File: config.mk
export PLATFORM = sky130hd
export DESIGN_NAME = fpa_prep_flat
export DESIGN_NICKNAME = d
export VERILOG_FILES = /design/src/hdl/fpa_pkg.sv /design/src/hdl/fpa_req_if.sv /design/src/hdl/fpa_prep.sv /design/src/flat_wrapper.sv
export SDC_FILE = /design/constraint.sdc
export NUM_CORES = 2
export LEC_CHECK = 0
export BUFFER_PORTS_ARGS = -buffer_cell sky130_fd_sc_hd__buf_2
export CAP_MARGIN = 20
export CORE_ASPECT_RATIO = 1.25
export CORE_MARGIN = 2
export CORE_UTILIZATION = 60
export DETAILED_ROUTE_END_ITERATION = 6
export PLACE_DENSITY_LB_ADDON = 0.12
export SYNTH_ARGS = -nofsm -noshare
export SYNTH_HDL_FRONTEND = slang
export SYNTH_SLANG_ARGS = --single-unit
File: constraint.sdc
create_clock -name clk -period 8.4 [get_ports clk]
set_input_delay 1.68 -clock clk [delete_from_list [all_inputs] [get_ports clk]]
set_output_delay 1.68 -clock clk [all_outputs]
set_load 0.05 [all_outputs]
File: src/hdl/fpa_pkg.sv
// ----------------------------------------------------------------------------
// Fixed-point ALU package
// Word format, opcodes and the record that travels along the divider chain.
// ----------------------------------------------------------------------------
package fpa_pkg;

	localparam int WORD_BITS = 32;
	localparam int FRAC_BITS = 18;
	localparam int DVD_W     = WORD_BITS + FRAC_BITS;
	localparam int DIV_CELLS = DVD_W;

	localparam logic [WORD_BITS-1:0] FRAC_MASK =
		{{(WORD_BITS - FRAC_BITS){1'b0}}, {FRAC_BITS{1'b1}}};
	localparam logic [WORD_BITS-1:0] ONE_VAL  = WORD_BITS'(1) << FRAC_BITS;
	localparam logic [WORD_BITS-1:0] HALF_VAL = WORD_BITS'(1) << (FRAC_BITS - 1);

	typedef enum logic [2:0] {
		OP_MUL   = 3'd0,
		OP_DIV   = 3'd1,
		OP_ABS   = 3'd2,
		OP_FRAC  = 3'd3,
		OP_FLOOR = 3'd4,
		OP_CEIL  = 3'd5,
		OP_ROUND = 3'd6
	} fpa_op_t;

	typedef struct packed {
		logic                 step;
		logic                 neg;
		logic                 dz;
		logic [DVD_W-1:0]     dividend;
		logic [WORD_BITS-1:0] divisor;
		logic [WORD_BITS-1:0] rem;
		logic [WORD_BITS-1:0] acc;
	} fpa_cell_t;

endpackage

File: src/hdl/fpa_req_if.sv
// ----------------------------------------------------------------------------
// Fixed-point ALU request channel
// Carries one opcode and two operands under a valid/ready handshake.
// ----------------------------------------------------------------------------
interface fpa_req_if;
	import fpa_pkg::*;

	logic                        valid;
	logic                        ready;
	logic [2:0]                  opcode;
	logic signed [WORD_BITS-1:0] operand_a;
	logic signed [WORD_BITS-1:0] operand_b;

	modport source (output valid, opcode, operand_a, operand_b, input ready);
	modport sink (input valid, opcode, operand_a, operand_b, output ready);

endinterface

File: src/hdl/fpa_prep.sv
// ----------------------------------------------------------------------------
// Fixed-point ALU front stage
// Decodes the request, forms the product and the single-operand results, and
// prepares operand magnitudes and signs for the divider chain.
// ----------------------------------------------------------------------------
module fpa_prep (
	input  logic             clk,
	input  logic             arst_n,
	fpa_req_if.sink          req,
	output logic             vld_out,
	output fpa_pkg::fpa_cell_t cell_out,
	input  logic             down_ready
);
	import fpa_pkg::*;

	logic                          vld_s1;
	fpa_cell_t                     cell_s1;
	fpa_cell_t                     cell_d;
	logic signed [2*WORD_BITS-1:0] prod;
	logic [WORD_BITS-1:0]          a_u;
	logic [WORD_BITS-1:0]          b_u;
	logic [WORD_BITS-1:0]          mag_a;
	logic [WORD_BITS-1:0]          mag_b;
	logic [WORD_BITS-1:0]          frac_a;
	logic [WORD_BITS-1:0]          floor_a;
	logic [WORD_BITS-1:0]          ceil_a;
	logic [WORD_BITS-1:0]          round_a;
	logic                          up;
	logic                          dz;
	logic                          load;

	assign load      = !vld_s1 || down_ready;
	assign req.ready = load;

	assign prod = (2*WORD_BITS)'(req.operand_a) * (2*WORD_BITS)'(req.operand_b);

	always_comb begin
		a_u     = req.operand_a;
		b_u     = req.operand_b;
		mag_a   = a_u[WORD_BITS-1] ? (~a_u + WORD_BITS'(1)) : a_u;
		mag_b   = b_u[WORD_BITS-1] ? (~b_u + WORD_BITS'(1)) : b_u;
		frac_a  = mag_a & FRAC_MASK;
		floor_a = a_u & ~FRAC_MASK;
		ceil_a  = ((a_u & FRAC_MASK) == '0) ? a_u : (floor_a + ONE_VAL);
		up      = frac_a >= HALF_VAL;
		if (frac_a == '0) begin
			round_a = a_u;
		end else if (a_u[WORD_BITS-1]) begin
			round_a = up ? floor_a : ceil_a;
		end else begin
			round_a = up ? ceil_a : floor_a;
		end
		dz = 1'b0;

		cell_d          = '0;
		cell_d.dividend = {mag_a, FRAC_BITS'(0)};
		cell_d.divisor  = mag_b;

		unique case (fpa_op_t'(req.opcode))
			OP_MUL: begin
				cell_d.acc = prod[FRAC_BITS +: WORD_BITS];
			end
			OP_DIV: begin
				dz          = b_u == '0;
				cell_d.dz   = dz;
				cell_d.step = !dz;
				cell_d.neg  = !dz && (a_u[WORD_BITS-1] ^ b_u[WORD_BITS-1]);
			end
			OP_ABS: begin
				cell_d.acc = mag_a;
			end
			OP_FRAC: begin
				cell_d.acc = frac_a;
			end
			OP_FLOOR: begin
				cell_d.acc = floor_a;
			end
			OP_CEIL: begin
				cell_d.acc = ceil_a;
			end
			OP_ROUND: begin
				cell_d.acc = round_a;
			end
			default: begin
				cell_d.acc = '0;
			end
		endcase
	end

	always_ff @(posedge clk or negedge arst_n) begin
		if (!arst_n) begin
			vld_s1 <= 1'b0;
		end else if (load) begin
			vld_s1 <= req.valid;
		end
	end

	always_ff @(posedge clk) begin
		if (load && req.valid) begin
			cell_s1 <= cell_d;
		end
	end

	assign vld_out  = vld_s1;
	assign cell_out = cell_s1;

endmodule

File: src/flat_wrapper.sv
// flat-port wrapper written by rule: the top's interface ports become plain ports
module fpa_prep_flat import fpa_pkg::*;
  (clk, arst_n, vld_out, cell_out, down_ready, req_valid, req_opcode, req_operand_a, req_operand_b, req_ready);
  fpa_req_if req_i ();
  input  logic clk;
  input  logic arst_n;
  output logic vld_out;
  output fpa_pkg::fpa_cell_t cell_out;
  input  logic down_ready;
  input wire logic [$bits(req_i.valid)-1:0] req_valid;
  input wire logic [$bits(req_i.opcode)-1:0] req_opcode;
  input wire logic [$bits(req_i.operand_a)-1:0] req_operand_a;
  input wire logic [$bits(req_i.operand_b)-1:0] req_operand_b;
  output wire logic [$bits(req_i.ready)-1:0] req_ready;
  assign req_i.valid = req_valid;
  assign req_i.opcode = req_opcode;
  assign req_i.operand_a = req_operand_a;
  assign req_i.operand_b = req_operand_b;
  assign req_ready = req_i.ready;
  fpa_prep u_core (.clk(clk), .arst_n(arst_n), .req(req_i), .vld_out(vld_out), .cell_out(cell_out), .down_ready(down_ready));
endmodule
# == Word level (Yosys, flattened, before mapping) ==
# Index checks and enable logic that the tools add are counted.
# classes
addsub,3
multipliers,1
n_lt_le_gt_ge,1
eq_ne,6
muxes,8
n_bitwise,3
reduce_logical,9
# ops
cell,n
32-bit two-way mux,6
32-bit case mux with 6 select lines,1
32-bit zero test,3
"32-bit by 1-bit adder with 32-bit output, second input constant",2
32-bit inverter,2
32-bit by 32-bit multiplier with 50-bit output,1
"32-bit by 19-bit adder with 32-bit output, second input constant",1
31-bit two-way mux,1
"18-bit greater-or-equal comparator, second input constant",1
"3-bit == test, second input constant",3
"3-bit by 2-bit == test with 1-bit output, second input constant",2
"3-bit by 1-bit == test with 1-bit output, second input constant",1
3-bit zero test,1
1-bit logical AND,2
1-bit zero test,2
1-bit logical OR,1
1-bit XOR,1
# word_totals
ff_bits,100
inputBits,71
output_inout_bits,151
wordCells,39

# == Depth between registers and ports, before layout ==
# depth
word_depth,8
depth_mapped,29
depth_no_buf,26

# == Worst setup path after synthesis ==
# No wires, ideal clock.
# synth_timing
path_type,input port to flip-flop
from,in req_operand_a[31]
to,"reg u_core.cell_s1, in the netlist u_core.cell_out[30] (data pin)"
setup_ns,0.279
arrival_ns,8.961
t_required_ns,8.121
slack_ns,-0.840
cell_stages,26
path_buffers,4
path_cell_list,clkbuf_1 > clkbuf_1 > clkbuf_1 > clkbuf_1 > nand2_1 > inv_1 > fa_1 > fa_1 > fa_1 > inv_1 > fa_1 > inv_1 > fa_1 > fa_1 > fa_1 > fa_1 > ha_1 > a21o_1 > a21o_1 > a21oi_1 > o21bai_1 > a21oi_1 > o311ai_1 > a21oi_1 > mux2i_1 > o221ai_1
# synth_rtl
element,line,text
"start, declared",flat_wrapper.sv:12,input wire logic [$bits(req_i.operand_a)-1:0] req_operand_a;
"end signal, assigned",fpa_prep.sv:100,cell_s1 <= cell_d;
"end, declared",fpa_prep.sv:17,fpa_cell_t cell_s1;

==> results.yml <==
outcome:
  status: "finished clean"
sta:
  setup_violations: 0
  setup_slack_ns: 0.0734
  worstMarginPinSlew_ns: 1.04
  max_freq_mhz: 120
  layout_worst_path_cycle_share_pct: 99.1
  finalHoldViolCount: 0
  rsz0062_at_grt: "true"
  period_minus_slack_ns: 8.33
  clock_skew_ns: 0.0141
  drv_slew: 0
  maxSlewHeadroom_pct: 30.4
yosys:
  synth_adder_area_share_pct: 54.3
  synth-compound-area-share_pct: 5.18
  yosys.area_share.simple_pct: 16.8
  syn_inst: 3856
  synth_top_area_share_pct: 48.4
  synth_edf_count: 99
  synth.area.top_cells: "fa_1 (48%), inv_1 (8.4%), edfxtp_1 (8.2%), and2_1 (7.7%), ha_1 (5.8%)"
  synth_xor_area_share_pct: 3.11
  synth_mux_area_share_pct: 0.227
  synth_cell_types: 87
  yosysWarnings: 0
  synth_top_area_cell: "fa_1"
  synth_area_sq_um: 36300
  syn_area_per_cell_sq_um: 9.42
  synthFlopType: "edfxtp_1"
  synth_top_family_by_area: "adder cells"
  seq_area_frac_synth_pct: 8.26
  synthArstFlopShare_pct: 1.00
  ys_seq_elements: 100
detailed_routing:
  drc: 0
  first_iter_violations: 2059
  via_per_inst: 5.62
  dr.pass1.iters: 5
  wl_microns: 111000
  wl_per_cell_microns: 22.3
  via_count: 27900
  antenna_left: 0
floorplanning:
  fp.dieW_microns: 224
  num_rows: 100
  ios: 222
  dieArea_sq_um: 62500
  initial_core_util_pct: 60.8
  core_sq_um: 59700
  die_h_microns: 279
min_path:
  hp-class: "reg2reg"
worst_setup_path:
  cp_data_arrival_time_ns: 8.45
  critPathKind: "in2reg"
  required_ns: 8.52
  cp-end-kind: "flip-flop"
  crit_fanout: 10
  worstSetupStartpointType: "input pin"
run:
  cap_violations: 0
layout:
  finalNetCount: 5310
  drive_gt1_share_pct: 18.2
  nFillCells: 4666
  syn_to_final_growth_pct: 16.0
grt:
  grt_util_all_layers_pct: 36.4
  grtUsageMet1_pct: 40.2
  first_global_vias: 30300
  grt_pass1_wl_microns: 170000
  grt_overflow: 0
  grt_antenna_before_repair: 4
  gr-max-usage-layer: "met2"
  grt_max_degree: 80
  use_met3_pct: 4.03
  gr-usage-met2_pct: 65.5
placement:
  post-place-ws_ns: -0.652
  post-dp-hpwl_microns: 93400
  port-buffer-count: 171
  routabilityCongestion: 0.978
clock_tree:
  cts_hold_buf: 0
  cts_tree: "yes"
  htree_levels: 3
  cts_buffers: 9
  clock_path_buffers: 2
  root_buffer: "clkbuf_16"
  worstSkewPairLatency_ns: 0.38
  cts.sinks: 100
  cts.clk_slew.worst_paths_ns: 0.09
[through the flow]
step	util (%)	instance area, sq um	cells	hold slack (ns)	setup TNS (ns)
after detailed placement	67.8	40500	4920	0.522	-12.09
after floorplan	-	36700	3905	1.18	-0.125
after global routing	70.6	42100	4964	0.578	-0.210
after global placement	67.8	40500	4920	0.509	-11.07
final	70.6	42100	4966	0.538	0
after CTS	69.0	41200	4939	0.538	-0.000749
[registers in the layout, indices dropped and copies added (netlist names)]
name             flops
u_core.cell_out     99
u_core.vld_out       1
[final timing paths]
kind / start / end / slack (ns) / cells past startpoint
worst max-delay path: req_operand_b[4] / u_core.cell_out[29] / 0.07 / 24
worst min-delay path: u_core.vld_out / u_core.vld_out / 0.54 / 2
worst max register to register: u_core.vld_out / u_core.cell_out[21] / 6.27 / 3
worst min register to register: u_core.vld_out / u_core.vld_out / 0.54 / 2
max in group asynchronous: arst_n / u_core.vld_out / 7.26 / 1
min in group asynchronous: arst_n / u_core.vld_out / 1.05 / 1
[cell usage after synthesis (all sizes together) (7+ instances only)]
cell type    n
fa         878
o21a         8
nand2b      17
xor2        30
o21ai       44
and2       448
o211ai      14
o22ai        7
a221o       16
clkbuf     221
buf         86
and3        13
nor4        15
or4          8
o41ai        8
nor2b       21
a31oi        9
a21o        30
a21oi       51
edfxtp      99
o31ai       16
nand3       16
ha         169
xnor2       99
nor2        56
inv        809
nand2      527
nor3        21
nand4       21
[critical path: stages]
cell,delay (ns)
buf_4,0.15
clkbuf_16,0.17
and2_4,0.14
fa_1,0.53
inv_1,0.06
fa_1,0.50
inv_1,0.06
fa_2,0.66
inv_2,0.06
fa_1,0.52
inv_1,0.05
fa_1,0.50
fa_1,0.45
fa_2,0.66
fa_2,0.49
ha_4,0.32
nand4_1,0.13
buf_4,0.18
a2111oi_4,0.34
nor3_4,0.08
nor3_4,0.21
buf_6,0.15
mux2i_4,0.22
o221ai_2,0.12
[per-layer routing]
metal  wire, microns  vias to the layer above
met5              13                        -
met4           10300                        2
met3            5890                      387
met2           57800                     1098
met1           36800                    14400
li1                -                    12000
[logic make-up (layout without fill, tap and decap cells)]
logic type | Yosys count | after routing
flip-flops | 100 | 100
XOR/XNOR | 129 | 129
adder cells (fa/ha/maj) | 1048 | 1048
AO/OA/AOI/OAI | 261 | 261
AND/OR/NAND/NOR | 1192 | 1192
other | 1 | 54
buffers and inverters | 1117 | 1409
multiplexers | 8 | 8
[layout make-up]
type / instances / area, sq um / share of cell area (%)
Clock buffer: 9 / 225 / 0.535
Inverter: 810 / 3050 / 7.23
Clock inverter: 7 / 101 / 0.241
Sequential cell: 100 / 3000 / 7.12
Tap cell: 765 / 957 / 2.27
Antenna cell: 4 / 10.0 / 0.0238
Multi-Input combinational cell: 2688 / 29800 / 70.8
Timing Repair Buffer: 583 / 4960 / 11.8
[timing repair]
action	in CTS	in global routing
gates resized for setup	71	183
gates cloned	2	5
pin swaps	40	128
setup endpoints to repair	17	23
buffers inserted	3	21
[cells in the final DEF, fill, tap and decap left out, types with 54 or more instances in the layout]
cell type	n
and2_1	439
buf_2	129
buf_4	352
edfxtp_1	99
fa_1	835
ha_1	147
inv_1	796
nand2_1	521
nor2_1	54
xnor2_1	99
Power is not shown: default switching activity piles up to over one toggle a cycle in this logic, so the estimate is an artifact.
