File: config.mk
export PLATFORM = sky130hd
export DESIGN_NAME = fpa_div_cell
export DESIGN_NICKNAME = d
export VERILOG_FILES = /design/src/hdl/fpa_pkg.sv /design/src/hdl/fpa_div_cell.sv
export SDC_FILE = /design/constraint.sdc
export NUM_CORES = 1
export LEC_CHECK = 0
export BUFFER_PORTS_ARGS = -buffer_cell sky130_fd_sc_hd__buf_2
export CAP_MARGIN = 20
export CORE_AREA = 2 2 132 134
export DETAILED_ROUTE_END_ITERATION = 6
export DIE_AREA = 0 0 134 136
export PLACE_DENSITY_LB_ADDON = 0.2
export SYNTH_ARGS = -nofsm -noshare
export SYNTH_HDL_FRONTEND = slang
export SYNTH_SLANG_ARGS = --single-unit
File: constraint.sdc
create_clock -name clk -period 6 [get_ports clk]
set_clock_uncertainty 0.15 [all_clocks]
set_input_delay 0.6 -clock clk [delete_from_list [all_inputs] [get_ports clk]]
set_output_delay 0.6 -clock clk [all_outputs]
set_load 0.05 [all_outputs]
File: src/hdl/fpa_pkg.sv
// ----------------------------------------------------------------------------
// Fixed-point ALU package
// Word format, opcodes and the record that travels along the divider chain.
// ----------------------------------------------------------------------------
package fpa_pkg;

	localparam int WORD_BITS = 32;
	localparam int FRAC_BITS = 18;
	localparam int DVD_W     = WORD_BITS + FRAC_BITS;
	localparam int DIV_CELLS = DVD_W;

	localparam logic [WORD_BITS-1:0] FRAC_MASK =
		{{(WORD_BITS - FRAC_BITS){1'b0}}, {FRAC_BITS{1'b1}}};
	localparam logic [WORD_BITS-1:0] ONE_VAL  = WORD_BITS'(1) << FRAC_BITS;
	localparam logic [WORD_BITS-1:0] HALF_VAL = WORD_BITS'(1) << (FRAC_BITS - 1);

	typedef enum logic [2:0] {
		OP_MUL   = 3'd0,
		OP_DIV   = 3'd1,
		OP_ABS   = 3'd2,
		OP_FRAC  = 3'd3,
		OP_FLOOR = 3'd4,
		OP_CEIL  = 3'd5,
		OP_ROUND = 3'd6
	} fpa_op_t;

	typedef struct packed {
		logic                 step;
		logic                 neg;
		logic                 dz;
		logic [DVD_W-1:0]     dividend;
		logic [WORD_BITS-1:0] divisor;
		logic [WORD_BITS-1:0] rem;
		logic [WORD_BITS-1:0] acc;
	} fpa_cell_t;

endpackage

File: src/hdl/fpa_div_cell.sv
// ----------------------------------------------------------------------------
// Fixed-point ALU divider cell
// One restoring division step: takes one dividend bit into the remainder and
// produces one quotient bit, then hands the record to the next cell.
// ----------------------------------------------------------------------------
module fpa_div_cell (
	input  logic               clk,
	input  logic               arst_n,
	input  logic               vld_in,
	input  fpa_pkg::fpa_cell_t cell_in,
	output logic               up_ready,
	output logic               vld_out,
	output fpa_pkg::fpa_cell_t cell_out,
	input  logic               down_ready
);
	import fpa_pkg::*;

	logic                 vld_q;
	fpa_cell_t            cell_q;
	fpa_cell_t            cell_d;
	logic [WORD_BITS:0]   rem_sh;
	logic [WORD_BITS:0]   diff;
	logic                 fits;
	logic                 load;

	assign load     = !vld_q || down_ready;
	assign up_ready = load;

	always_comb begin
		rem_sh = {cell_in.rem, cell_in.dividend[DVD_W-1]};
		diff   = rem_sh - {1'b0, cell_in.divisor};
		fits   = rem_sh >= {1'b0, cell_in.divisor};
		cell_d = cell_in;
		if (cell_in.step) begin
			cell_d.rem      = fits ? diff[WORD_BITS-1:0] : rem_sh[WORD_BITS-1:0];
			cell_d.dividend = {cell_in.dividend[DVD_W-2:0], 1'b0};
			cell_d.acc      = {cell_in.acc[WORD_BITS-2:0], fits};
		end
	end

	always_ff @(posedge clk or negedge arst_n) begin
		if (!arst_n) begin
			vld_q <= 1'b0;
		end else if (load) begin
			vld_q <= vld_in;
		end
	end

	always_ff @(posedge clk) begin
		if (load && vld_in) begin
			cell_q <= cell_d;
		end
	end

	assign vld_out  = vld_q;
	assign cell_out = cell_q;

	a_rem_below_divisor: assert property (@(posedge clk) disable iff (!arst_n)
		vld_q && cell_q.step |-> cell_q.rem < cell_q.divisor)
		else $error("Partial remainder is not below the divisor.");

	a_idle_rem_zero: assert property (@(posedge clk) disable iff (!arst_n)
		vld_q && !cell_q.step |-> cell_q.rem == '0)
		else $error("Remainder changed on a request that does not divide.");

	a_dz_no_step: assert property (@(posedge clk) disable iff (!arst_n)
		vld_q && cell_q.dz |-> !cell_q.step && !cell_q.neg && cell_q.acc == '0)
		else $error("Division by zero entered the divider chain.");

endmodule

Yosys cells after proc, flatten, opt, wreduce, memory -nomap -nowiden

Index checks and enable logic that the tools add are counted.

Output and inout bits: 151
Logic and storage cells: 17
Input bits: 153
Register bits after elaboration: 150

$lt $le $gt $ge: 1
Reductions and logical operators: 3
Add/sub/neg operators: 1
Mux-type cells: 3

Operators with widths:

| operator                       | number |
|---|---|
| 2-to-1 mux 64 bit              | 1 |
| 2-to-1 mux 50 bit              | 1 |
| >= comparator 33 x 32 -> 1 bit | 1 |
| 2-to-1 mux 32 bit              | 1 |
| subtractor 32 bit              | 1 |
| logical AND 1 bit              | 1 |
| logical NOT 1 bit              | 1 |
| logical OR 1 bit               | 1 |

Depth between registers and ports, before layout

Gate-level depths: netlist (run 1).

Depth in word-level cells: 3
Depth in mapped cells: 14
Mapped depth without buffers: 13

Worst setup path before layout (run 1)

Ideal clock, no wire load.

Kind: reg2reg
Start: register vld_q (netlist: vld_out)
End: register cell_q, in the netlist cell_out[0] (enable)
Arrival time: 4548 ps
Buffers on the path: 0
Setup slack: 776 ps
Setup time: 526 ps
Stages on the path, launching flop included: 3
Clock period less this slack: 5224 ps
Required time: 5324 ps
Cells stage by stage: dfrtp_1 -> nand2b_1 -> and2_1

Cells in the longest elaborated chain, start to end: 3

RTL lines:

| element                | RTL line           | source |
|---|---|---|
| start, declared        | fpa_div_cell.sv:18 | `logic vld_q;` |
| start signal, assigned | fpa_div_cell.sv:45 | `vld_q <= vld_in;` |
| logical NOT 1 bit      | fpa_div_cell.sv:26 | `assign load = !vld_q \|\| down_ready;` |
| logical OR 1 bit       | fpa_div_cell.sv:26 |  |
| net up_ready           | fpa_div_cell.sv:11 | `output logic up_ready,` |
| logical AND 1 bit      | fpa_div_cell.sv:50 | `if (load && vld_in) begin` |
| end signal, assigned   | fpa_div_cell.sv:51 | `cell_q <= cell_d;` |
| end, declared          | fpa_div_cell.sv:19 | `fpa_cell_t cell_q;` |

The timed path passes the listed nets, and every way through them passes these cells.
A chain may end at the register's enable or synchronous reset.

==> results of run 1 <==
-- synthesized netlist by cell type, types with 3 or more instances --
cell type  number  area (um2)
edfxtp_1      149        4470
a31oi_1        15        93.8
nor3_1          3        15.0
clkbuf_1       18        67.6
nor2b_1         4        25.0
ha_1           32         400
nand2b_1        4        25.0
o21a_1          7        52.6
a211oi_1        6        45.0
inv_1          38         143
nand4_1         4        25.0
o21ai_0        21         105
xnor2_1        21         184
a2111oi_0       3        26.3
nand2_1        71         267
buf_4           3        22.5
mux2i_1         4        40.0
nand3_1        19        95.1
nand2_2        10        62.6
xor2_1          5        43.8
mux2_2         80         901
and2_1          3        18.8
a21o_1         14         105
buf_2           4        20.0
o21bai_1        4        30.0
a21oi_1        40         200
a31oi_2         8         100
nor2_1         42         158
nor4_1          3        18.8
-- cell families after synthesis --
kind of cell	count (synthesis)	synth area share, %
AO/OA/AOI/OAI	144	12.5
XOR/XNOR	26	2.75
adder cells (fa/ha/maj)	33	5.07
buffers and inverters	68	3.85
flip-flops	150	54.3
multiplexers	84	11.3
AND/OR/NAND/NOR	176	10.2
-- flip-flops by register name, indices dropped and copies added (netlist names) --
register / cells
cell_out: 149
vld_out: 1
-- layout by cell type, fill, tap and decap left out, types with 7 or more instances in the layout --
cell type / instances
inv_1: 38
nor2_1: 42
o21a_1: 7
a31oi_2: 8
nand3_1: 19
a31oi_1: 15
a21o_1: 14
nand2_2: 10
nand2_1: 71
o21ai_0: 21
xnor2_1: 21
buf_2: 302
ha_1: 32
clkbuf_16: 17
a21oi_1: 40
mux2_2: 80
edfxtp_1: 149
-- metrics by stage --
step	util [%]	total power, mW	cell area [um2]	hold WS (ns)	cells
2_1_floorplan	-	1.87	8290	0.154	681
3_3_place_gp	58.9	2.05	9950	0.226	1183
3_5_place_dp	58.9	2.06	9950	0.227	1183
4_1_cts	62.2	3.06	10500	0.191	1216
5_1_grt	62.2	3.16	10500	0.191	1216
6_report	62.2	3.04	10500	0.204	1217
-- final timing paths --
check                             startpoint            end  slack (ns)  depth (start not counted)
worst max register to register       vld_out   cell_out[65]        3.65                          3
worst min register to register       vld_out        vld_out        0.39                          2
worst max-delay path            cell_in[145]   cell_out[56]        2.71                         14
max in group asynchronous             arst_n        vld_out        5.29                          2
min in group asynchronous             arst_n        vld_out        0.32                          2
worst min-delay path            cell_in[147]  cell_out[147]        0.20                          1
-- critical path, stage by stage --
cell and delay, ns:
buf_2 0.10, inv_1 0.07, ha_1 0.16, inv_1 0.06
fa_1 0.45, a211oi_1 0.45, o21ai_0 0.18, nand4_1 0.17
and4bb_1 0.24, nor2_2 0.07, a2111oi_0 0.46, a211oi_1 0.10
nand3_1 0.10, nand3_1 0.10
-- per-layer routing --
layer	track usage (%)	share of wire (%)	vias up
li1	-	-	3143
met1	28.6	40	3026
met3	4.77	6.2	38
met5	0	0.072	-
met2	42.4	52	247
met4	8.75	2.3	2
-- report_power, final --
| group | total (mW) | switching, mW | internal [mW] |
|---|---|---|---|
| logic | 0.783 | 0.533 | 0.249 |
| clock network | 0.999 | 0.454 | 0.545 |
| registers | 1.26 | 0.0161 | 1.24 |
-- layout make-up --
class / instances / area (um2)
repair buffers: 308 / 1560
clock buffers: 19 / 443
clock inverters: 13 / 100
diodes: 1 / 2.50
flip-flops and latches: 150 / 4500
well taps: 225 / 282
fillers: 1442 / 6370
inverters: 38 / 143
multi-input cells: 463 / 3480
==> flow_summary.yaml, run 1 <==
pwr:
  vdd_drop_max_v: 0.000205
  powerDensity_nw_per_um2: 290
  power.leakage_nw: 4.50
synth:
  syn_inst: 681
  synth_edf_count: 149
  ys_ff_latch: 150
  syn-mean-instance-area_um2: 12.2
  synth_area_um2: 8290
  syn_nets: 867
  ys_warn_count: 0
  synthFlopType: "edfxtp_1"
  yosysSeqAreaShare_pct: 54.3
  async_flop_share_pct: 0.667
  synth_cell_types: 65
grt:
  antenna_found_initial: 2
  grt_first_pass_wirelength_um: 33300
  grt-ovfl-total: 0
  grt_pass1_vias: 6340
  track_usage_pct: 23.8
  grt_max_degree: 68
clocking:
  clkSinkCount: 150
  cts-root-buf: "clkbuf_16"
  path_clk_slew_ns: 0.06
  cts_buffer_depth: 2
  cts_hold_buf: 1
  cts_tree: "built"
  clock_latency_ns: 0.42
  postCtsSetupBuffers: 0
  cts_made_buffers: 17
  cts_max_level: 4
  ctsResizeCount: 0
sta:
  period_share_pct: 54.8
  fin_setup_tns_ns: 0
  rsz0062_at_grt: "no"
  hold_viol_final: 0
  max_freq_mhz: 304
  finalSetupViolCount: 0
  relSlewSlack_pct: 49.1
  worst_pin_slew_ns: 0.763
  fin_ws_ns: 2.71
  drv_slew: 0
  period_needed_ns: 3.29
place:
  place_congestion: 0.899
  dp_hpwl_um: 16800
  portBuffers: 303
  dp_slack_ns: 2.29
routing:
  dr_total_vias: 6456
  antenna_left: 0
  avgViaCountPerCell: 5.30
  wl_um: 22100
  drt_iter0_markers: 408
  route.detailed.drc: 3
  first_pass_iters: 7
  wl_per_cell_um: 18.2
setup_path:
  crit_path_end_kind: "flip-flop"
  worst-setup-path-type: "in2reg"
  crit_path_max_fanout: 5
  start_kind: "input port"
  required_ns: 6.02
  cp.arrival_ns: 3.31
cells_and_area:
  layout-drive-gt1-share_pct: 45.6
  area_delta_synth_final_pct: 26.7
  design.final.nets: 1164
worst_hold_path:
  hold_class: "in2reg"
floorplan:
  core_area_um2: 16900
  fp.dieH_um: 136
  die_area_um2: 18200
  ios: 304
  fp-row-count: 48
  die_w_um: 134
  initial_core_util_pct: 49.1
status:
  status: "finished, violations left"
  violations: "design-rule violations"
flow_run:
  maxCapViolCount: 0
No activity file was read; power rests on OpenSTA's default activity.
==> run 2: changes to the inputs <==
- clock period: 6 -> 3.2 ns (I/O delays scaled with it)
==> run 2 against run 1 <==
Effect of this change:
- clock power grew 98%
- first-iteration DRC count is 17% lower
- the flow still finishes with violations (design-rule violations)
- sequential share of layout area down 2.6 points
- flip-flop and latch count unchanged
- utilization grew 4.0 points
==> flow_summary.yaml, run 2 (synthesis results as in run 1) <==
floorplan:
  fp.dieH_um: 136
  die_area_um2: 18200
  ios: 304
  die_w_um: 134
  fp-row-count: 48
  initial_core_util_pct: 49.1
  core_area_um2: 16900
sta:
  period_needed_ns: 3.14
  drv_slew: 0
  relSlewSlack_pct: 52.2
  finalSetupViolCount: 0
  max_freq_mhz: 319
  worst_pin_slew_ns: 0.717
  fin_ws_ns: 0.0630
  rsz0062_at_grt: "yes"
  holdWs_ns: 0.0614
  period_share_pct: 98.0
  hold_viol_final: 0
place:
  dp_slack_ns: 0.0159
  place_congestion: 0.863
  portBuffers: 303
  dp_hpwl_um: 16800
  dpl-instance-area_um2: 10200
cells_and_area:
  area_delta_synth_final_pct: 34.8
  fin_util_pct: 66.2
  final_area_um2: 11200
  largest_reg_flops: 149
  final_common_cell: "buf_2"
  n_fill_cell: 1353
  design.final.nets: 1221
  layout-drive-gt1-share_pct: 46.6
  final_cell_mix: "buf_2, edfxtp_1, mux2_2, nand2_1, nor2_1"
grt:
  grt_max_degree: 65
  track_usage_pct: 23.7
  met3_usage_pct: 4.70
  grt-ovfl-total: 0
  grt.busiest_layer: "met2"
  grtUsageMet2_pct: 41.3
  antenna_found_initial: 2
  grt_first_pass_wirelength_um: 33500
  grt_pass1_vias: 6406
  gr-usage-met1_pct: 28.4
setup_path:
  cp.arrival_ns: 3.15
  required_ns: 3.21
  r2r_cells: 3
  start_kind: "input port"
  r2r_slack_ns: 1.19
  worst-setup-path-type: "in2reg"
  crit_path_end_kind: "flip-flop"
  crit_path_max_fanout: 22
clocking:
  cts_tree: "built"
  cts-root-buf: "clkbuf_16"
  cts_buffer_depth: 2
  cts_made_buffers: 17
  cts_max_level: 4
  clock_latency_ns: 0.41
  clkSinkCount: 150
  path_clk_slew_ns: 0.06
routing:
  antenna_left: 0
  dr_total_vias: 6660
  wl_per_cell_um: 17.6
  avgViaCountPerCell: 5.23
  drt_iter0_markers: 337
  wl_um: 22400
  route.detailed.drc: 6
  first_pass_iters: 7
pwr:
  power.leakage_nw: 4.79
  vdd_drop_max_v: 0.000374
  powerDensity_nw_per_um2: 529
status:
  status: "finished, violations left"
  violations: "design-rule violations"
worst_hold_path:
  hold_class: "in2reg"
  holdPathStages: 2
flow_run:
  maxCapViolCount: 0
==> run 2: worst paths after layout <==
kind | from | end
min reg2reg | vld_out | vld_out
min | cell_in[96] | cell_out[96]
max | cell_in[70] | cell_out[32]
max in group asynchronous | arst_n | vld_out
max reg2reg | vld_out | cell_out[48]
min in group asynchronous | arst_n | vld_out
==> run 2: timing repair <==
item,4_1_cts,5_1_grt
setup buffers,0,0
hold endpoints to repair,36,0
resized for setup,0,17
setup endpoints to repair,0,20
hold buffers,36,0
==> run 2: area by class of cell <==
class                      count  area (um2)  share of cell area, %
clock buffer                  17         425                   3.81
antenna                        1        2.50                 0.0224
sequential                   150        4500                   40.3
timing repair buffer         365        2120                   18.9
tap                          225         282                   2.52
multi-input combinational    463        3550                   31.7
inverter                      38         143                   1.28
clock inverter                15         159                   1.42
==> run 2: per-stage QoR <==
stage	setup TNS [ns]	power [mW]	std cells
floorplan	0	3.50	681
finish	0	5.91	1274
CTS	0	5.93	1273
global placement	0	3.89	1205
detailed placement	0	3.91	1205
global route	-0.155	6.13	1274
==> run 2: power breakdown <==
part	total, mW	switching (mW)	internal (mW)
logic	1.57	1.03	0.539
clock network	1.98	0.878	1.10
registers	2.36	0.0297	2.33
total	5.91	1.94	3.97
==> run 2: routing by layer <==
layer | part of all wire, % | vias to the layer above
li1 | - | 3248
met1 | 40 | 3113
met2 | 49 | 255
met3 | 6.4 | 44
met4 | 3.6 | 0
met5 | 0 | -
==> run 2: critical path: stages <==
cell           delay [ns]
dlygate4sd3_1        0.57
buf_2                0.14
inv_1                0.05
ha_2                 0.31
a21oi_2              0.17
and2_4               0.18
nand4_2              0.14
nand3b_4             0.13
a31oi_4              0.14
a21oi_4              0.21
and2_4               0.37
o21ai_1              0.12
mux2_2               0.28
