File: config.mk
export PLATFORM = sky130hd
export DESIGN_NAME = fpa_post_flat
export DESIGN_NICKNAME = d
export VERILOG_FILES = /design/src/hdl/fpa_pkg.sv /design/src/hdl/fpa_rsp_if.sv /design/src/hdl/fpa_post.sv /design/src/flat_wrapper.sv
export SDC_FILE = /design/constraint.sdc
export NUM_CORES = 1
export LEC_CHECK = 0
export BUFFER_PORTS_ARGS = -buffer_cell sky130_fd_sc_hd__buf_2
export CORE_MARGIN = 3
export CORE_UTILIZATION = 39
export CTS_BUF_LIST = sky130_fd_sc_hd__clkbuf_8
export CTS_CLUSTER_DIAMETER = 40
export DETAILED_ROUTE_END_ITERATION = 16
export GPL_TIMING_DRIVEN = 0
export HOLD_SLACK_MARGIN = 0.08
export PLACE_DENSITY = 0.88
export SYNTH_ARGS = -nofsm -noshare
export SYNTH_HDL_FRONTEND = slang
export SYNTH_SLANG_ARGS = --single-unit
File: constraint.sdc
create_clock -name clk -period 3 [get_ports clk]
set_input_delay 0.3 -clock clk [delete_from_list [all_inputs] [get_ports clk]]
set_output_delay 0.3 -clock clk [all_outputs]
set_load 0.1 [all_outputs]
File: src/hdl/fpa_pkg.sv
// ----------------------------------------------------------------------------
// Fixed-point ALU package
// Word format, opcodes and the record that travels along the divider chain.
// ----------------------------------------------------------------------------
package fpa_pkg;

	localparam int WORD_BITS = 32;
	localparam int FRAC_BITS = 18;
	localparam int DVD_W     = WORD_BITS + FRAC_BITS;
	localparam int DIV_CELLS = DVD_W;

	localparam logic [WORD_BITS-1:0] FRAC_MASK =
		{{(WORD_BITS - FRAC_BITS){1'b0}}, {FRAC_BITS{1'b1}}};
	localparam logic [WORD_BITS-1:0] ONE_VAL  = WORD_BITS'(1) << FRAC_BITS;
	localparam logic [WORD_BITS-1:0] HALF_VAL = WORD_BITS'(1) << (FRAC_BITS - 1);

	typedef enum logic [2:0] {
		OP_MUL   = 3'd0,
		OP_DIV   = 3'd1,
		OP_ABS   = 3'd2,
		OP_FRAC  = 3'd3,
		OP_FLOOR = 3'd4,
		OP_CEIL  = 3'd5,
		OP_ROUND = 3'd6
	} fpa_op_t;

	typedef struct packed {
		logic                 step;
		logic                 neg;
		logic                 dz;
		logic [DVD_W-1:0]     dividend;
		logic [WORD_BITS-1:0] divisor;
		logic [WORD_BITS-1:0] rem;
		logic [WORD_BITS-1:0] acc;
	} fpa_cell_t;

endpackage

File: src/hdl/fpa_rsp_if.sv
// ----------------------------------------------------------------------------
// Fixed-point ALU response channel
// Carries one result and the divide-by-zero flag under a valid/ready handshake.
// ----------------------------------------------------------------------------
interface fpa_rsp_if;
	import fpa_pkg::*;

	logic                        valid;
	logic                        ready;
	logic signed [WORD_BITS-1:0] result;
	logic                        divide_by_zero;

	modport source (output valid, result, divide_by_zero, input ready);
	modport sink (input valid, result, divide_by_zero, output ready);

endinterface

File: src/hdl/fpa_post.sv
// ----------------------------------------------------------------------------
// Fixed-point ALU output stage
// Applies the quotient sign and holds the response until it is taken.
// ----------------------------------------------------------------------------
module fpa_post (
	input  logic               clk,
	input  logic               arst_n,
	input  logic               vld_in,
	input  fpa_pkg::fpa_cell_t cell_in,
	output logic               up_ready,
	fpa_rsp_if.source          rsp
);
	import fpa_pkg::*;

	logic                 vld_q;
	logic [WORD_BITS-1:0] result_q;
	logic                 dz_q;
	logic                 load;

	assign load     = !vld_q || rsp.ready;
	assign up_ready = load;

	always_ff @(posedge clk or negedge arst_n) begin
		if (!arst_n) begin
			vld_q <= 1'b0;
		end else if (load) begin
			vld_q <= vld_in;
		end
	end

	always_ff @(posedge clk) begin
		if (load && vld_in) begin
			result_q <= cell_in.neg ? (~cell_in.acc + WORD_BITS'(1)) : cell_in.acc;
			dz_q     <= cell_in.dz;
		end
	end

	assign rsp.valid          = vld_q;
	assign rsp.result         = result_q;
	assign rsp.divide_by_zero = dz_q;

endmodule

File: src/flat_wrapper.sv
// flat-port wrapper written by rule: the top's interface ports become plain ports
module fpa_post_flat import fpa_pkg::*;
  (clk, arst_n, vld_in, cell_in, up_ready, rsp_valid, rsp_result, rsp_divide_by_zero, rsp_ready);
  fpa_rsp_if rsp_i ();
  input  logic clk;
  input  logic arst_n;
  input  logic vld_in;
  input  fpa_pkg::fpa_cell_t cell_in;
  output logic up_ready;
  output wire logic [$bits(rsp_i.valid)-1:0] rsp_valid;
  output wire logic [$bits(rsp_i.result)-1:0] rsp_result;
  output wire logic [$bits(rsp_i.divide_by_zero)-1:0] rsp_divide_by_zero;
  input wire logic [$bits(rsp_i.ready)-1:0] rsp_ready;
  assign rsp_valid = rsp_i.valid;
  assign rsp_result = rsp_i.result;
  assign rsp_divide_by_zero = rsp_i.divide_by_zero;
  assign rsp_i.ready = rsp_ready;
  fpa_post u_core (.clk(clk), .arst_n(arst_n), .vld_in(vld_in), .cell_in(cell_in), .up_ready(up_ready), .rsp(rsp_i));
endmodule
# --- Word-level counts from Yosys, hierarchy flattened ---
# Index checks and enable logic that the tools add are counted.
op_classes:
  addsub: 1
  muxes: 1
  bitwise: 1
  n_reduce_logical: 3
op_table:
  columns: ["operator", "count"]
  rows:
  - ["32-bit by 1-bit adder with 32-bit output, second input constant", 1]
  - ["32-bit 2-to-1 mux", 1]
  - ["32-bit NOT", 1]
  - ["1-bit logical AND", 1]
  - ["1-bit zero test", 1]
  - ["1-bit logical OR", 1]
totals:
  ff_bits: 34
  inputBits: 153

# --- Longest topological paths before layout ---
# Gate-level depths: netlist of run 1.
depth:
  word_depth: 3
  depth_mapped: 6
  ltp_nobuf: 6

# --- Worst setup path after synthesis of run 1 ---
# Ideal clock, no wire load.
synth_path:
  path_kind: "reg-to-reg"
  start: "register u_core.vld_q, in the netlist u_core.rsp.valid"
  end: "register u_core.dz_q, in the netlist u_core.rsp.divide_by_zero (enable)"
  t_required_ns: 2.607
  setup_time_ns: 0.393
  arrival_ns: 2.597
  path_buffers: 0
  path_stages_with_launch: 3
  synth_period_minus_slack_ns: 2.990
  path_slack_ns: 0.010
  cell_sequence: "dfrtp_1 -> nand2b_1 -> and2_1"
synth_between:
  elab_chain_cells: 3
synth_lines:
  columns: ["element", "line_no", "text"]
  rows:
  - ["start: declaration", "fpa_post.sv:15", "logic vld_q;"]
  - ["start signal: assignment", "fpa_post.sv:27", "vld_q <= vld_in;"]
  - ["1-bit zero test", "fpa_post.sv:20", "assign load = !vld_q || rsp.ready;"]
  - ["1-bit logical OR", "fpa_post.sv:20", null]
  - ["via up_ready", "flat_wrapper.sv:9", "output logic up_ready;"]
  - ["1-bit logical AND", "fpa_post.sv:32", "if (load && vld_in) begin"]
  - ["end signal: assignment", "fpa_post.sv:34", "dz_q <= cell_in.dz;"]
  - ["end: declaration", "fpa_post.sv:17", "logic dz_q;"]
# The timed path passes the listed nets, and every way through them passes these cells.
# A chain may end at the register's enable or synchronous reset.

# --- Worst setup path in the final report of run 1 ---
layout_path:
  start: "input cell_in[1] (netlist name)"
  end: "register u_core.result_q[26], in the netlist u_core.rsp.result[26], data pin"
layout_between:
  elab_chain_cells: 3
layout_lines:
  columns: ["element", "line_no", "text"]
  rows:
  - ["start: declaration", "flat_wrapper.sv:8", "input fpa_pkg::fpa_cell_t cell_in;"]
  - ["32-bit NOT", "fpa_post.sv:33", "result_q <= cell_in.neg ? (~cell_in.acc + WORD_BITS'(1)) : cell_in.acc;"]
  - ["32-bit by 1-bit adder with 32-bit output", "fpa_post.sv:33", null]
  - ["32-bit 2-to-1 mux", "fpa_post.sv:33", null]
  - ["end signal: assignment", "fpa_post.sv:33", null]
  - ["end: declaration", "fpa_post.sv:16", "logic [WORD_BITS-1:0] result_q;"]
# No other way between the ends.

==> flow_summary.toml, run 1 <==
[run_status]
status = "completed"

[clock_tree]
path_clk_slew_ps = 70
cts_max_level = 2
clk_latency_ps = 290
clock-sinks = 34
cts_max_path_buffers = 2
ctsResizeCount = 0
cts-root-buf = "clkbuf_8"
cts_buffers = 5
cts_tree = "done"

[power_and_ir_drop]
peakVddDrop_mv = 0.307
power_frac_comb_pct = 31.4
pwr_density_cell_nw_per_um2 = 576
switching_share_pct = 37.8
internal-power_uw = 833
leakage_nw = 0.855
p_seq_share_pct = 43.0
p_total_mw = 1.34
clkPwrFrac_pct = 25.6
p_switching_uw = 507

[sta]
post-route-period-util_pct = 62.4
fin_crit_ps = 1870
setup_viol_count_final = 0
setup_total_negative_slack_ps = 0
relSlewSlack_pct = 49.0
max_freq_ghz = 0.534
worst_slew_pin_slew_ps = 765
final-max-slew-violation-count = 0
fin_skew_ps = 2.97
rsz0062_at_grt = "false"
final-hold-violation-count = 0

[route]
drtAntennaViolNets = 0
viasPerCell = 5.24
wirelength_mm = 4.59
drt-pass1-iter-count = 4
wl_per_cell_um = 17.1
vias = 1404
drc = 0
drt_iter0_drc = 111

[synthesis]
synth-seq-cells = 34
synth.distinct_cells = 30
synth-seq-area-share_pct = 56.6
syn-cell-area_um2 = 1800
yosysWarnings = 0
synthFlopType = "edfxtp_1"
syn-num-nets = 289
synthesis.instances = 135
synthArstFlopShare_pct = 2.94
syn_avg_cell_area_um2 = 13.3
synth-edff-count = 33

[worst_setup_path]
cp.required_ps = 3030
worst_setup_path_end_kind = "flip-flop"
arrival_ps = 1910
cp-start-kind = "input port"
crit_path_max_fanout = 8
critical_path_class = "input port to flip-flop"

[cells_and_area]
fin_cells = 268
multi_input_area_um2 = 758
drive_gt1_share_pct = 44.0
synthToLayoutAreaGrowth_pct = 29.4
fin_nets = 369
fill_cells = 371
antenna_cells = 0
seq_area_um2 = 1020
fin_area_um2 = 2320

[floorplan]
ios = 188
coreArea_um2 = 4410
start_util_pct = 40.7
die_area_um2 = 5450
die_h_um = 73.9
die_w_um = 73.9
fp-row-count = 24

[global_routing]
antenna_found_initial = 0
gr-usage-all-layers_pct = 16.9
grt-ovfl-total = 0
grt_pass1_vias = 1366
grt_pass1_wl_mm = 6.80
grt_max_degree = 34

[place]
place.gp.congestion = 0.841
dpl_cell_area_um2 = 2220
dp_cells = 259
io_buffers = 72
hpwl_mm = 3.57

[min_path]
hold_path_class = "input port to flip-flop"

[flow_run]
maxCapViolCount = 0
repair_timing:
action / 4_1_cts / 5_1_grt
hold endpoints to repair: 1 / 0
endpoints found under the setup margin: 0 / 0
buffers inserted: 0 / 0
hold buffers: 1 / 0
cells in the final DEF, fill, tap and decap left out, types with 2 or more instances in the layout:
cell type / netlist / routed
buf_2: 0 / 72
o21ai_1: 5 / 5
xnor2_1: 30 / 30
nor2_1: 2 / 2
nor3_1: 4 / 4
nor4_1: 2 / 2
inv_1: 2 / 3
o41ai_1: 4 / 4
o21ai_0: 3 / 3
or3_1: 3 / 3
clkbuf_8: 0 / 6
nand3_1: 3 / 3
nand2b_1: 4 / 4
edfxtp_1: 33 / 33
nand2_1: 8 / 8
o41ai_2: 4 / 4
or3_4: 2 / 2
o31ai_1: 9 / 9
nor4_2: 3 / 3
nand4_1: 2 / 2
worst max-delay path: stages:
cell and delay (ps):
buf_2 120, inv_1 60, ha_1 180, nor3b_1 420
nand3_2 320, o41ai_2 400, xnor2_1 110
worst paths after layout:
kind                             startpoint                        end  slack [ps]  cells after the start
max in group asynchronous            arst_n           u_core.rsp.valid        2580                      2
min in group asynchronous            arst_n           u_core.rsp.valid         330                      2
max reg2reg                u_core.rsp.valid       u_core.rsp.result[3]        1480                      2
min reg2reg                u_core.rsp.valid           u_core.rsp.valid         540                      2
min                            cell_in[146]  u_core.rsp.divide_by_zero         190                      1
max                              cell_in[1]      u_core.rsp.result[26]        1130                      7
metal layers:
metal  vias to the layer above  track usage [%]  routed length, µm
li1                        679                -                  -
met4                         0             6.64                154
met1                       657             21.4               1910
met5                         -                0                  0
met2                        55             26.9               2260
met3                        13             5.20                264
cells in the mapped netlist (2+ instances only):
master,instances,area (µm²)
o41ai_2,4,65.1
xnor2_1,30,263
or3_1,3,18.8
o41ai_1,4,35.0
nand4_1,2,12.5
or3_4,2,22.5
nor4_2,3,37.5
nand2b_1,4,25.0
nor2_1,2,7.51
edfxtp_1,33,991
nor4_1,2,12.5
inv_1,2,7.51
o21ai_0,3,15.0
o21ai_1,5,25.0
nor3_1,4,20.0
o31ai_1,9,67.6
nand2_1,8,30.0
nand3_1,3,15.0
kinds of logic after synthesis:
family,synth area share [%]
AO/OA/AOI/OAI,12.8
XOR/XNOR,14.6
adder cells (fa/ha/maj),0.697
buffers and inverters,1.25
flip-flops,56.6
AND/OR/NAND/NOR,14.1
metrics by stage:
step	hold WS [ps]	utilization [%]	setup WS [ps]
floorplan	4.41	-	9.77
global placement	97.4	50.3	883
detailed placement	99.8	50.3	869
CTS	182	52.6	965
global route	173	52.6	1040
finish	186	52.6	1130
power by group through the flow:
stage	clock [mW]	combinational, mW	sequential [mW]
global route	0.370	0.438	0.578
CTS	0.349	0.422	0.577
detailed placement	0	0.420	0.586
finish	0.343	0.421	0.576
global placement	0	0.415	0.585
floorplan	0	0.0841	0.825
state kept, by name, summed over array words and instances (netlist names):
register	cells
u_core.rsp.divide_by_zero	1
u_core.rsp.result	32
u_core.rsp.valid	1
area by class of cell:
type                    count  area share [%]
repair buffers             73            15.9
inverters                   2           0.323
clock inverters             2           0.377
well taps                  52            2.80
multi-input cells          96            32.6
flip-flops and latches     34            43.7
clock buffers               6            3.55
plain buffers               3           0.646
Note: power is estimated with default switching activity, not from simulation.
==> run 2: changes to the inputs <==
Settings changed: CORE_UTILIZATION 39 to 33, PLACE_DENSITY 0.88 to 0.79.
Clock period 3 ns to 1.6 ns, I/O delays scaled along.
==> flow_summary.toml, run 2 (synthesized netlist as in run 1, its figures left out) <==
[power_and_ir_drop]
p_seq_share_pct = 43.3
peakVddDrop_mv = 0.581
p_switching_uw = 971
clkPwrFrac_pct = 24.3
power_frac_comb_pct = 32.3
internal-power_mw = 1.52
leakage_nw = 0.882
pwr_density_cell_nw_per_um2 = 1020
switching_share_pct = 38.9

[clock_tree]
cts_max_path_buffers = 2
cts_tree = "done"
clk_latency_ps = 290
path_clk_slew_ps = 70
cts_max_level = 2
clock-sinks = 34
cts-root-buf = "clkbuf_8"
cts_buffers = 5

[worst_setup_path]
crit_path_end = "u_core.rsp.result[26]"
cp.required_ps = 1620
crit_path_start = "cell_in[1]"
crit_path_max_fanout = 8
cp-start-kind = "input port"
critical_path_class = "input port to flip-flop"
arrival_ps = 1520
r2r_start = "u_core.rsp.valid"
worstRegToRegCells = 2
worst_setup_path_end_kind = "flip-flop"
r2r_setup_slack_ps = 220
timing.rr.end = "u_core.rsp.result[23]"

[sta]
max_freq_ghz = 0.666
setup_ws_ps = 98.6
hold_slack_ps = 147
post-route-period-util_pct = 93.8
relSlewSlack_pct = 61.4
final-max-slew-violation-count = 0
setup_viol_count_final = 0
rsz0062_at_grt = "false"
fin_crit_ps = 1500
fin_skew_ps = 12.3
final-hold-violation-count = 0
worst_slew_pin_slew_ps = 579

[cells_and_area]
fin_cells = 289
final_util_pct = 47.1
synthToLayoutAreaGrowth_pct = 35.7
fin_nets = 372
largest_reg_flops = 32
antenna_cells = 0
drive_gt1_share_pct = 45.2
final_common_cell = "buf_2"
layout_common_cells = "buf_2 (72), edfxtp_1 (33), xnor2_1 (30)"

[flow_run]
maxCapViolCount = 0

[route]
top_layer_used = "met4"
viasPerCell = 5.06
drt-pass1-iter-count = 6
met1_length_mm = 2.14
wl_per_cell_um = 16.8
drc = 0
drtAntennaViolNets = 0
drt_iter0_drc = 57
met2_length_mm = 2.13
wirelength_mm = 4.86
wl_met3_um = 561
vias = 1463

[floorplan]
die_w_um = 79.8
ios = 188
die_area_um2 = 6360
coreArea_um2 = 5170
die_h_um = 79.8
start_util_pct = 34.7
fp-row-count = 26

[min_path]
hold_path_class = "input port to flip-flop"

[global_routing]
grt_max_degree = 34
grt_pass1_wl_mm = 7.33
antenna_found_initial = 0
grt_pass1_vias = 1388
grt-ovfl-total = 0
gr-usage-all-layers_pct = 15.6

[run_status]
status = "completed"

[place]
place.gp.congestion = 0.819
dp_cells = 277
hpwl_mm = 3.64
pre_cts_slack_ps = -313
io_buffers = 72
[run 2: cell types whose count changed in the layout (fill, tap and decap cells not counted), sizes merged]
cell         delta
dlygate4sd3     +3
clkbuf          -1
clkinv          +1
[run 2: cell type report]
type	instances	area [µm²]
Fill cell	485	2740
Sequential cell	34	1020
Multi-Input combinational cell	96	825
Timing Repair Buffer	76	400
Tap cell	70	87.6
Clock buffer	5	68.8
Buffer	3	15.0
Clock inverter	3	12.5
Inverter	2	7.51
[run 2: power groups by stage]
stage / Sequential (mW) / Clock (mW) / Combinational (mW)
2_1_floorplan: 1.55 / 0 / 0.161
3_3_place_gp: 1.10 / 0 / 0.779
3_5_place_dp: 1.10 / 0 / 0.792
4_1_cts: 1.08 / 0.624 / 0.801
5_1_grt: 1.09 / 0.663 / 0.844
6_report: 1.08 / 0.607 / 0.807
[run 2: worst min-delay path by stage]
stage                     startpoint                to  depth (start not counted)
after CTS                  rsp_ready  u_core.rsp.valid                          3
final                      rsp_ready  u_core.rsp.valid                          3
after detailed placement      arst_n  u_core.rsp.valid                          1
after floorplan               arst_n  u_core.rsp.valid                          0
after global placement        arst_n  u_core.rsp.valid                          1
after global routing       rsp_ready  u_core.rsp.valid                          3
[run 2: timing repair]
item	4_1_cts	5_1_grt
resized for setup	2	5
setup endpoints to repair	2	7
endpoints found under the hold margin	4	0
buffers inserted	0	0
hold buffers	4	0
pin swaps	0	1
[run 2: worst max-delay path, stage by stage]
cell	delay (ps)
buf_2	110
inv_1	70
ha_1	200
nor3b_4	290
nand3_4	200
o41ai_2	390
xnor2_1	110
[run 2: metal layers]
metal  global-route usage (%)  up-vias
met5                        0        -
li1                         -      691
met1                     20.8      695
met4                     3.55        0
met3                     7.11        4
met2                     23.1       73
[run 2: metrics by stage]
step	TNS (ps)	area [µm²]	power [mW]
after global routing	0	2440	2.59
after detailed placement	-3770	2260	1.89
after CTS	0	2400	2.51
final	0	2440	2.50
after global placement	-3160	2260	1.88
after floorplan	-3110	1810	1.71
==> run 3: changes to the inputs <==
Clock period 1.6 ns to 1.37 ns, I/O delays scaled along.
==> flow_summary.toml, run 3 (synthesized netlist as in run 1, its figures left out) <==
[run_status]
status = "finished, violations left"
violations = "setup timing"

[cells_and_area]
layout_common_cells = "buf_2 (62), edfxtp_1 (33), xnor2_1 (30)"
seq_area_um2 = 1020
fill_cells = 431
final_util_pct = 54.9
drive_gt1_share_pct = 56.4
antenna_cells = 0
synthToLayoutAreaGrowth_pct = 58.0
multi_input_area_um2 = 1020
final_common_cell = "buf_2"
largest_reg_flops = 32
fin_nets = 389

[min_path]
hold_path_class = "input port to flip-flop"
min_from = "vld_in"
min_path_cells = 2
whs_endpoint = "u_core.rsp.valid"

[clock_tree]
path_clk_slew_ps = 70
clock-sinks = 34
cts_max_level = 2
cts_tree = "done"
cts_max_path_buffers = 2
cts_buffers = 5
cts-root-buf = "clkbuf_8"
clk_latency_ps = 290

[worst_setup_path]
crit_chain = "buf_8 -> inv_4 -> ha_4 -> nor3b_4 -> nand3_4 -> buf_6 -> o41ai_4 -> xnor2_1"
crit_path_max_fanout = 3
worstRegToRegCells = 2
critical_path_class = "input port to flip-flop"
worst_setup_path_end_kind = "flip-flop"
cp-start-kind = "input port"
arrival_ps = 1430
cp.required_ps = 1410
slowest_delay_ps = 350
critPathSlowestCell = "o41ai_4"
r2r_start = "u_core.rsp.valid"
timing.rr.end = "u_core.rsp.result[21]"
r2r_setup_slack_ps = 160

[power_and_ir_drop]
pwr_density_cell_nw_per_um2 = 1060
peakVddDrop_mv = 0.865
leakage_nw = 1.07

[sta]
hold_slack_ps = 106
post-route-period-util_pct = 101
relSlewSlack_pct = 57.2
final-hold-violation-count = 0
setup_ws_ps = -16.2
max_freq_ghz = 0.721
setup_total_negative_slack_ps = -25.8
fin_crit_ps = 1390
worst_slew_pin_slew_ps = 642
rsz0062_at_grt = "true"
final-max-slew-violation-count = 0
fin_skew_ps = 8.73
setup_viol_count_final = 2

[route]
top_layer_used = "met4"
drt_iter0_drc = 54
viasPerCell = 4.98
wl_met3_um = 495
met2_length_mm = 2.38
met1_length_mm = 2.40
drc = 0
drt-pass1-iter-count = 4
drtAntennaViolNets = 0
vias = 1524
wirelength_mm = 5.36
wl_per_cell_um = 17.5

[place]
place.gp.congestion = 0.821
io_buffers = 72
hpwl_mm = 3.54
pre_cts_slack_ps = -383

[flow_run]
maxCapViolCount = 0

[floorplan]
die_w_um = 79.8
ios = 188
fp-row-count = 26
die_h_um = 79.8
die_area_um2 = 6360
start_util_pct = 34.7
coreArea_um2 = 5170

[global_routing]
antenna_found_initial = 0
grt-ovfl-total = 0
grt_pass1_wl_mm = 7.82
gr-usage-all-layers_pct = 16.5
grt_max_degree = 18
grt_pass1_vias = 1539
run 3: cell types whose count changed in the layout (fill, tap and decap cells not counted), sizes merged:
cell	previous run	this run
buf	74	91
and2	1	2
dlygate4sd3	4	3
run 3: worst max-delay path by stage:
stage	from	slack, ps	depth (start not counted)	endpoint
floorplan	u_core.rsp.valid	-320	2	u_core.rsp.divide_by_zero
global placement	cell_in[14]	-380	5	u_core.rsp.result[18]
detailed placement	cell_in[12]	-380	5	u_core.rsp.result[18]
CTS	cell_in[12]	-60	5	u_core.rsp.result[18]
global route	cell_in[1]	-60	8	u_core.rsp.result[26]
finish	cell_in[1]	-20	8	u_core.rsp.result[14]
run 3: timing repair:
item | in CTS | in global routing
gates resized for setup | 17 | 37
hold buffers | 3 | 0
cloned | 1 | 0
pin swaps | 8 | 10
endpoints found under the hold margin | 3 | 0
setup endpoints to repair | 24 | 33
buffers inserted | 5 | 12
run 3: routing by layer:
| metal | up-vias | GRT usage, % |
|---|---|---|
| met5 | - | 0 |
| met4 | 0 | 6.59 |
| met3 | 7 | 6.21 |
| met2 | 73 | 24.1 |
| met1 | 722 | 22.1 |
| li1 | 722 | - |
run 3: report_power, final:
group          switching [mW]  internal, mW
sequential             0.0204          1.24
combinational           0.786         0.248
clock                   0.368         0.342
run 3: worst max-delay path, delay by kind of cell:
family	cells	cell delay (ps)
AND/OR/NAND/NOR	2	390
AO/OA/AOI/OAI	1	350
buffers and inverters	3	320
XOR/XNOR	1	110
adder cells (fa/ha/maj)	1	130
run 3: metrics by stage:
| stage | cells | area (µm²) | power [mW] |
|---|---|---|---|
| floorplan | 135 | 1870 | 2.00 |
| global placement | 277 | 2310 | 2.21 |
| detailed placement | 277 | 2310 | 2.22 |
| CTS | 294 | 2560 | 2.96 |
| global route | 306 | 2840 | 3.12 |
| finish | 306 | 2840 | 3.01 |
run 3: cell type report:
cell class,count,share of cell area (%)
Clock inverter,3,0.441
Inverter,2,0.441
Tap cell,70,3.09
Sequential cell,34,35.9
Buffer,3,0.529
Multi-Input combinational cell,97,35.8
Clock buffer,5,2.43
Timing Repair Buffer,92,21.3
